## config.mk

```make
export PLATFORM = sky130hd
export DESIGN_NAME = modular_exponentiation
export DESIGN_NICKNAME = d
export VERILOG_FILES = /design/src/hdl/mexp_pkg.sv /design/src/hdl/modular_exponentiation.sv /design/src/hdl/mexp_addred.sv
export SDC_FILE = /design/constraint.sdc
export NUM_CORES = 1
export LEC_CHECK = 0
export BUFFER_PORTS_ARGS = -buffer_cell sky130_fd_sc_hd__buf_2
export CORE_ASPECT_RATIO = 1.2
export CORE_MARGIN = 5
export CORE_UTILIZATION = 35
export CTS_CLUSTER_SIZE = 10
export DETAILED_ROUTE_END_ITERATION = 12
export SLEW_MARGIN = 40
export SYNTH_ARGS = -nofsm -noshare
export SYNTH_HDL_FRONTEND = slang
export SYNTH_HIERARCHICAL = 1
export SYNTH_SLANG_ARGS = --single-unit
```

## constraint.sdc

```tcl
create_clock -name clock -period 22.2 [get_ports clock]
set_input_delay 3.33 -clock clock [delete_from_list [all_inputs] [get_ports clock]]
set_output_delay 3.33 -clock clock [all_outputs]
set_load 0.02 [all_outputs]
```

## src/hdl/mexp_pkg.sv

```systemverilog
// Shared types and constants for the modular exponentiation block.
`default_nettype none

package mexp_pkg;

   // Width of base, exponent, modulus and result.
   localparam int OPERAND_WIDTH = 62;
   // Width of the bit counter used while reducing the base.
   localparam int CNT_WIDTH = $clog2(OPERAND_WIDTH);

   typedef logic [OPERAND_WIDTH-1:0] operand_type;
   typedef logic [CNT_WIDTH-1:0] count_type;

   // Operands for one pass through the shared add-and-reduce unit.
   typedef struct packed {
      operand_type a;
      operand_type b;
      operand_type m;
      logic        cin;
   } addred_req_type;

endpackage

`default_nettype wire

```

## src/hdl/modular_exponentiation.sv

```systemverilog
// Top level: sequencer for right-to-left square-and-multiply modular exponentiation.
// Sequence: the base is first reduced modulo the modulus one bit at a time (ST_REDUCE).
// Then for each exponent bit a decision state (ST_LOOP) starts a multiply when the bit is set,
// and a square; each is done as shift-and-add passes through the shared unit over the bits of
// the multiplier (ST_MUL_A, with ST_MUL_B for set multiplier bits), then a finish step.
// Throughput: one beat at a time; busy stays high until the result strobe, and a new beat
// may start in the strobe cycle. The receiver cannot stall the result.
// Reset: synchronous, active high; clears the sequencer and the result strobe.
`default_nettype none

module modular_exponentiation (
   input  wire                        clock,
   input  wire                        reset,
   input  wire                        start,
   output logic                       busy,
   input  wire mexp_pkg::operand_type req_base_value,
   input  wire mexp_pkg::operand_type req_exponent_value,
   input  wire mexp_pkg::operand_type req_modulus_value,
   output logic                       rsp_valid,
   output mexp_pkg::operand_type      rsp_power_result
);
   import mexp_pkg::*;

   localparam logic [2:0] ST_IDLE   = 3'd0;
   localparam logic [2:0] ST_REDUCE = 3'd1;
   localparam logic [2:0] ST_LOOP   = 3'd2;
   localparam logic [2:0] ST_MUL_A  = 3'd3;
   localparam logic [2:0] ST_MUL_B  = 3'd4;

   logic [2:0]  state_ff, state_in;
   logic        rsp_valid_ff, rsp_valid_in;
   operand_type rsp_result_ff, rsp_result_in;
   operand_type base_ff, base_in;
   operand_type exp_ff, exp_in;
   operand_type mod_ff, mod_in;
   operand_type sq_ff, sq_in;
   operand_type res_ff, res_in;
   operand_type acc_ff, acc_in;
   operand_type addend_ff, addend_in;
   operand_type mb_ff, mb_in;
   logic        mul_sq_ff, mul_sq_in;
   count_type   cnt_ff, cnt_in;

   addred_req_type unit_req;
   operand_type    unit_sum;

   mexp_addred u_addred (
      .req (unit_req),
      .sum (unit_sum)
   );

   assign busy             = (state_ff != ST_IDLE);
   assign rsp_valid        = rsp_valid_ff;
   assign rsp_power_result = rsp_result_ff;

   // Operand select for the shared unit.
   always_comb begin
      unit_req.m = mod_ff;
      case (state_ff)
         ST_REDUCE: begin
            unit_req.a   = sq_ff;
            unit_req.b   = sq_ff;
            unit_req.cin = base_ff[OPERAND_WIDTH-1];
         end
         ST_MUL_A: begin
            if (mb_ff[0]) begin
               unit_req.a = acc_ff;
               unit_req.b = addend_ff;
            end else begin
               unit_req.a = addend_ff;
               unit_req.b = addend_ff;
            end
            unit_req.cin = 1'b0;
         end
         default: begin
            unit_req.a   = addend_ff;
            unit_req.b   = addend_ff;
            unit_req.cin = 1'b0;
         end
      endcase
   end

   // Sequencer next-state logic.
   always_comb begin
      state_in      = state_ff;
      rsp_valid_in  = 1'b0;
      rsp_result_in = rsp_result_ff;
      base_in       = base_ff;
      exp_in        = exp_ff;
      mod_in        = mod_ff;
      sq_in         = sq_ff;
      res_in        = res_ff;
      acc_in        = acc_ff;
      addend_in     = addend_ff;
      mb_in         = mb_ff;
      mul_sq_in     = mul_sq_ff;
      cnt_in        = cnt_ff;
      case (state_ff)
         ST_IDLE: begin
            if (start) begin
               base_in = req_base_value;
               exp_in  = req_exponent_value;
               mod_in  = req_modulus_value;
               sq_in   = '0;
               cnt_in  = '0;
               res_in  = (req_modulus_value == operand_type'(1)) ? '0 : operand_type'(1);
               if (req_modulus_value == '0) begin
                  // Zero modulus answers zero without any arithmetic.
                  exp_in   = '0;
                  res_in   = '0;
                  state_in = ST_LOOP;
               end else begin
                  state_in = ST_REDUCE;
               end
            end
         end
         ST_REDUCE: begin
            // Restoring remainder: shift in one base bit per cycle, MSB first.
            sq_in   = unit_sum;
            base_in = {base_ff[OPERAND_WIDTH-2:0], 1'b0};
            cnt_in  = cnt_ff + count_type'(1);
            if (cnt_ff == count_type'(OPERAND_WIDTH - 1)) begin
               state_in = ST_LOOP;
            end
         end
         ST_LOOP: begin
            acc_in = '0;
            mb_in  = sq_ff;
            if (exp_ff == '0) begin
               rsp_valid_in  = 1'b1;
               rsp_result_in = res_ff;
               state_in      = ST_IDLE;
            end else if (exp_ff[0]) begin
               addend_in = res_ff;
               mul_sq_in = 1'b0;
               state_in  = ST_MUL_A;
            end else begin
               addend_in = sq_ff;
               mul_sq_in = 1'b1;
               state_in  = ST_MUL_A;
            end
         end
         ST_MUL_A: begin
            if (mb_ff == '0) begin
               // Multiply finished: the product sits in the accumulator.
               if (!mul_sq_ff) begin
                  res_in = acc_ff;
                  if (exp_ff[OPERAND_WIDTH-1:1] == '0) begin
                     // Last set bit: the final square is never used.
                     exp_in   = '0;
                     state_in = ST_LOOP;
                  end else begin
                     acc_in    = '0;
                     addend_in = sq_ff;
                     mb_in     = sq_ff;
                     mul_sq_in = 1'b1;
                  end
               end else begin
                  sq_in    = acc_ff;
                  exp_in   = exp_ff >> 1;
                  state_in = ST_LOOP;
               end
            end else if (mb_ff[0]) begin
               acc_in   = unit_sum;
               state_in = ST_MUL_B;
            end else begin
               addend_in = unit_sum;
               mb_in     = mb_ff >> 1;
            end
         end
         ST_MUL_B: begin
            addend_in = unit_sum;
            mb_in     = mb_ff >> 1;
            state_in  = ST_MUL_A;
         end
         default: begin
            state_in = ST_IDLE;
         end
      endcase
   end

   // Control registers.
   always_ff @(posedge clock) begin
      if (reset) begin
         state_ff     <= ST_IDLE;
         rsp_valid_ff <= 1'b0;
      end else begin
         state_ff     <= state_in;
         rsp_valid_ff <= rsp_valid_in;
      end
   end

   // Datapath registers.
   always_ff @(posedge clock) begin
      rsp_result_ff <= rsp_result_in;
      base_ff       <= base_in;
      exp_ff        <= exp_in;
      mod_ff        <= mod_in;
      sq_ff         <= sq_in;
      res_ff        <= res_in;
      acc_ff        <= acc_in;
      addend_ff     <= addend_in;
      mb_ff         <= mb_in;
      mul_sq_ff     <= mul_sq_in;
      cnt_ff        <= cnt_in;
   end

   // A finished job always leaves with a result strobe.
   a_done_strobe: assert property (@(posedge clock) disable iff (reset)
      $fell(busy) |-> rsp_valid)
      else $error("busy fell without a result strobe");

   // An accepted beat always makes the block busy.
   a_start_busy: assert property (@(posedge clock) disable iff (reset)
      (start && !busy) |=> busy)
      else $error("accepted beat did not start the sequencer");

   // The result is always reduced below the modulus, or zero for a zero modulus.
   a_result_reduced: assert property (@(posedge clock) disable iff (reset)
      rsp_valid |-> ((rsp_power_result < mod_ff) || (mod_ff == '0)))
      else $error("result not reduced by the modulus");

   // The partial remainder stays below the modulus during base reduction.
   a_rem_bound: assert property (@(posedge clock) disable iff (reset)
      (state_ff == ST_REDUCE) |-> (sq_ff < mod_ff))
      else $error("partial remainder out of range");

endmodule

`default_nettype wire

```

## src/hdl/mexp_addred.sv

```systemverilog
// Shared add-and-reduce unit: (a + b + cin) mod m for a, b below m.
`default_nettype none

module mexp_addred (
   input  wire mexp_pkg::addred_req_type req,
   output mexp_pkg::operand_type         sum
);
   import mexp_pkg::*;

   logic [OPERAND_WIDTH:0] raw_sum;
   logic [OPERAND_WIDTH:0] wide_mod;
   logic [OPERAND_WIDTH:0] reduced;

   // One wide add, then a single conditional subtract since the sum stays below 2m.
   assign raw_sum  = {1'b0, req.a} + {1'b0, req.b} + {{OPERAND_WIDTH{1'b0}}, req.cin};
   assign wide_mod = {1'b0, req.m};
   assign reduced  = (raw_sum >= wide_mod) ? (raw_sum - wide_mod) : raw_sum;
   assign sum      = reduced[OPERAND_WIDTH-1:0];

endmodule

`default_nettype wire

```

==> key figures, run 1 <==
Synth
  – Synth Area in Compound Gates: 18.94%
  – Ys async rst share: 0%
  – Synthesized area: 32840 µm²
  – Adder-cell share of the synthesized area: 4.946%
  – Xor-xnor portion of the synthesized cell area: 3.121%
  – Syn Inst Count: 3151
  – Post-synthesis sequential area ratio: 51.91%
  – Post-Synth Simple-Gate Area: 16.13%
  – Synth Flop Type: edfxtp_1
  – Post-synthesis mux area share: 0.9869%
  – Post-synth cell types: 83
  – Avg Inst Size Synth: 10.42 µm²
  – FF+latch count, synth: 569
  – Synth warnings: 6
  – EDFF count, synth: 565
  – Syn nets: 3468
  – Largest family of logic cells by synthesized area: compound AO/OA/AOI/OAI gates

Drt
  – Drc violations: 0
  – DR vias/cell: 5.727
  – Routed Antenna Nets: 0
  – Routed WL per cell: 23.20 µm
  – Vias post-DR: 26.39k
  – Drt pass-1 iters: 5
  – Routed wire length: 106900 µm
  – Initial drt markers: 2540

Job
  – MaxCap Viol Count: 0

Min path
  – Worst hold path type: flop to flop
  – Hold Path Depth: 0
  – Hold Path Origin: res_ff[48]

Floorplanning
  – Core box area: 93420 µm²
  – Die height: 345.5 µm
  – Total die area: 100100 µm²
  – Starting Density: 35.15%
  – Row count: 123
  – Die span in x: 289.6 µm
  – I/O pin cnt: 253

Clocking
  – Worst skew pair latency: 0.64 ns
  – Clock transition at path regs: 0.05 ns
  – H-tree Lvls: 3
  – Clock Tree Buf Depth: 3
  – CTS Hold Bufs: 0
  – TritonCTS buffer count: 71
  – Number of buffers inserted by post-CTS setup repair: 0
  – CTS tree: built
  – Post_cts resized: 0
  – Clock sink total: 569
  – CTS Root Cell: clkbuf_16

Timing
  – Max Clock Skew: 0.03283 ns
  – Slew @ Worst Pin: 0.9054 ns
  – Fmax: 0.1072 GHz
  – Final hold violations: 0
  – RSZ-0062 raised after global routing: false
  – Fin. max-slew vios: 0
  – Slew headroom: 39.64%
  – Setup-failing EPs final: 0
  – TNS Setup: 0 ns
  – Minimum clock period: 9.327 ns
  – Fin worst setup slack: 12.87 ns
  – Crit share post-route: 42.02%

Critical path
  – Startpoint types: flop
  – RR Startpoint: state_ff[0]
  – Critical Path AT: 9.69 ns
  – WP data required: 22.56 ns
  – CP startpoint: state_ff[0]
  – CP max-delay cell: buf_4
  – CP Capture Type: flop
  – Worst r2r path cells: 28
  – Kind of critical path: flop to flop
  – CP max stage delay: 0.64 ns
  – Max FO, Critical Path: 126

GRT
  – Vias in the first global route: 26.12k
  – First-pass GRT wire length: 160000 µm
  – Global route overflow: 0
  – Total Routing Usage GR: 20.54%
  – Initial antenna violation count: 5
  – Largest net degree at the start of global routing: 127

Layout
  – Area growth syn-to-layout: 14.09%
  – # nets final: 3636
  – Share of cells above drive strength 1: 13.03%

Placed design
  – # port buffers: 252
  – Pre-CTS WS: 13.01 ns
  – Hpwl dp: 74100 µm
  – GP Congestion: 0.9759

Status
  – Outcome: finished, final reports clean
## cell usage in the layout, fill, tap and decap left out, types with 29 or more instances in the layout
cell / n
and3_1: 71
buf_2: 252
nand4_1: 49
a221o_1: 66
nor2_1: 128
xnor2_1: 68
and2_1: 134
nand2_1: 485
edfxtp_1: 565
a21oi_1: 238
inv_1: 106
a21o_1: 112
o21ai_0: 142
nor4_1: 43
xor2_1: 49
o22ai_1: 67
nand3_1: 29
o21bai_1: 32
clkbuf_16: 73
a22o_1: 121
ha_1: 125
or3_1: 69
## through the flow
stage                     instance area (µm²)  cells  hold slack, ns  util, %
final                                   37460   4608          0.4388    40.11
after global routing                    37450   4604          0.4498    40.09
after CTS                               37430   4603          0.4407    40.07
after detailed placement                35340   4495          0.4301    37.83
after global placement                  35190   4490          0.4222    37.67
after floorplan                         32840   3151          0.4174        -
## cell type report
cell class,count,area [µm²]
Multi-Input combinational cell,2279,14690
Timing Repair Buffer,290,1654
Tap cell,1250,1564
Inverter,108,405.4
Clock buffer,92,1918
Fill cell,9141,55950
Sequential cell,569,17050
Antenna cell,4,10.01
Clock inverter,16,168.9
## critical path: cells and delay by family (launching register included)
family,cells,cell delay [ns]
AND/OR/NAND/NOR,9,2.58
AO/OA/AOI/OAI,11,2.57
buffers and inverters,4,1.73
adder cells (fa/ha/maj),2,0.90
flip-flops,1,0.59
multiplexers,1,0.45
XOR/XNOR,1,0.14
## registers in the layout (all words and copies together), names as in the netlist, 3 cells and up
| name | count |
|---|---|
| base_ff | 62 |
| sq_ff | 62 |
| acc_ff | 62 |
| state_ff | 3 |
| addend_ff | 62 |
| res_ff | 62 |
| rsp_power_result | 62 |
| mb_ff | 62 |
| mod_ff | 62 |
| exp_ff | 62 |
| cnt_ff | 6 |
## worst paths after layout
check / end / slack [ns]
max: addend_ff[41] / 12.87
min: rsp_power_result[48] / 0.44
min reg2reg: rsp_power_result[48] / 0.44
max reg2reg: addend_ff[41] / 12.87
## cell families (layout without fill, tap and decap cells)
logic type	count (synthesis)	after routing
AO/OA/AOI/OAI	909	909
XOR/XNOR	117	117
adder cells (fa/ha/maj)	128	128
buffers and inverters	303	506
flip-flops	569	569
multiplexers	29	29
other	0	4
AND/OR/NAND/NOR	1096	1096
## synthesized netlist by cell type (all sizes together) (68+ instances only)
library cell | instances | area, µm²
and2 | 135 | 844.6
a21o | 112 | 840.8
nor2 | 131 | 491.7
xnor2 | 68 | 595.6
edfxtp | 565 | 16970
ha | 125 | 1564
nand2 | 487 | 1836
and3 | 73 | 456.7
a22o | 121 | 1060
clkbuf | 139 | 521.8
or3 | 69 | 431.7
o21ai | 151 | 763.2
a21oi | 241 | 1214
inv | 108 | 405.4
## layer usage
layer / global-route usage [%] / share of wire (%)
met2: 32.10 / 45
met1: 26.96 / 41
met3: 5.260 / 8.7
met4: 9.012 / 4.7
met5: 0 / 0.010
Power of run 1 is left out: the tool's default activity adds up to more than one toggle a clock period on the data nets, which glitch-free logic cannot reach.
==> run 2, diff against run 1 <==
==> constraint.sdc (replaced) <==
create_clock -name clock -period 9.6 [get_ports clock]
set_input_delay 1.44 -clock clock [delete_from_list [all_inputs] [get_ports clock]]
set_output_delay 1.44 -clock clock [all_outputs]
set_load 0.02 [all_outputs]
==> key figures, run 2 (same netlist as run 1, synthesis figures left out) <==
Placed design
  – Hpwl dp: 75530 µm
  – GP Congestion: 0.9524
  – # port buffers: 252

Timing
  – Fin. max-slew vios: 0
  – Setup-failing EPs final: 0
  – Fmax: 0.1164 GHz
  – Slew @ Worst Pin: 0.9066 ns
  – Worst-case hold slack: 0.4267 ns
  – Final hold violations: 0
  – Slew headroom: 39.56%
  – TNS Setup: 0 ns
  – Crit share post-route: 89.50%
  – Max Clock Skew: 0.03044 ns
  – RSZ-0062 raised after global routing: false
  – Minimum clock period: 8.592 ns

Critical path
  – Worst path most repeated cell: buf_4
  – WP data required: 9.95 ns
  – CP max-delay cell: dfxtp_1
  – Kind of critical path: flop to flop
  – Worst reg2reg setup slack: 1.01 ns
  – CP max stage delay: 0.62 ns
  – CP Capture Type: flop
  – Startpoint types: flop
  – Worst r2r path cells: 28
  – Critical Path AT: 8.95 ns
  – Max FO, Critical Path: 43
  – RR Startpoint: state_ff[0]
  – Capturing point of the worst reg2reg path: addend_ff[49]

Layout
  – # nets final: 3645
  – Multi-input logic area: 14690 µm²
  – Storage element area: 17050 µm²
  – Area growth syn-to-layout: 14.33%
  – Layout fillers: 9197
  – Commonest non-fill, non-tap cell in the layout: edfxtp_1
  – Share of cells above drive strength 1: 13.24%
  – Commonest cells after routing, fill and taps aside: 565 x edfxtp_1, 485 x nand2_1, 252 x buf_2

GRT
  – Initial antenna violation count: 13
  – First-pass GRT wire length: 160300 µm
  – Global route overflow: 0
  – Vias in the first global route: 25.94k
  – Total Routing Usage GR: 20.64%
  – Largest net degree at the start of global routing: 126

Floorplanning
  – Row count: 123
  – Die span in x: 289.6 µm
  – Starting Density: 35.15%
  – I/O pin cnt: 253
  – Core box area: 93420 µm²
  – Die height: 345.5 µm
  – Total die area: 100100 µm²

Clocking
  – Clock transition at path regs: 0.05 ns
  – CTS Root Cell: clkbuf_16
  – H-tree Lvls: 3
  – TritonCTS buffer count: 71
  – Clock sink total: 569
  – CTS Hold Bufs: 0
  – CTS tree: built
  – Post_cts resized: 0
  – Number of buffers inserted by post-CTS setup repair: 0
  – Clock Tree Buf Depth: 3
  – Worst skew pair latency: 0.62 ns

Status
  – Outcome: finished, final reports clean

Drt
  – Initial drt markers: 2468
  – Drc violations: 0
  – Routed Antenna Nets: 0
  – DR vias/cell: 5.710
  – Drt pass-1 iters: 6
  – Routed WL per cell: 23.26 µm
  – Routed wire length: 107400 µm
  – Vias post-DR: 26.37k

Min path
  – Hold Path Depth: 0
  – Worst hold path type: flop to flop
  – Worst hold endpoint: rsp_power_result[30]
  – Hold Path Origin: res_ff[30]

Job
  – MaxCap Viol Count: 0
==> run 2: cell count changes in the layout (fill, tap and decap cells not counted), sizes merged <==
cell	previous run	this run
buf	290	299
clkbuf	92	89
clkinv	10	13
diode	4	7
bufinv	1	3
clkinvlp	2	0
inv	111	109
==> run 2: stage by stage <==
step           worst slack [ns]  instances  utilization (%)  cell area (µm²)
6_report                  1.008       4618            40.19            37540
3_3_place_gp              1.208       4504            37.82            35330
3_5_place_dp              1.182       4505            37.90            35400
2_1_floorplan             2.010       3151                -            32840
5_1_grt                  0.6491       4612            40.17            37530
4_1_cts                   1.136       4611            40.17            37520
==> run 2: layout make-up <==
cell class                 count  share of cell area (%)
antenna                        7                 0.04666
clock buffer                  89                   5.196
clock inverter                17                  0.4499
inverter                     108                   1.080
multi-input combinational   2279                   39.14
sequential                   569                   45.41
tap                         1250                   4.166
timing repair buffer         299                   4.512
==> run 2: worst max-delay path by stage <==
stage                      startpoint             to  slack [ns]  cells after the start
final                     state_ff[0]  addend_ff[49]        1.01                     28
after global routing      state_ff[0]  addend_ff[43]        0.65                     29
after CTS                 state_ff[0]  addend_ff[49]        1.14                     28
after detailed placement  state_ff[0]  addend_ff[49]        1.18                     28
after global placement    state_ff[0]  addend_ff[46]        1.21                     29
after floorplan             exp_ff[1]   addend_ff[0]        2.01                      6
==> run 2: layer usage <==
| layer | share of wire [%] | GRT usage, % |
|---|---|---|
| met4 | 3.5 | 7.071 |
| met3 | 8.3 | 4.614 |
| met1 | 42 | 27.56 |
| met2 | 46 | 33.22 |
| met5 | 0.052 | 0 |
==> run 2: worst max-delay path, delay by kind of cell, from the launching register on <==
family                     cells  cell delay (ns)
xor gates and xnor gates       1             0.15
DFF                            1             0.62
muxes                          1             0.40
AOI/OAI and AO/OA             11             2.76
adders and majority gates      2             0.72
buffers and inverters          4             1.15
and+or+nand+nor                9             2.43
Power of run 2 is left out for the same reason.
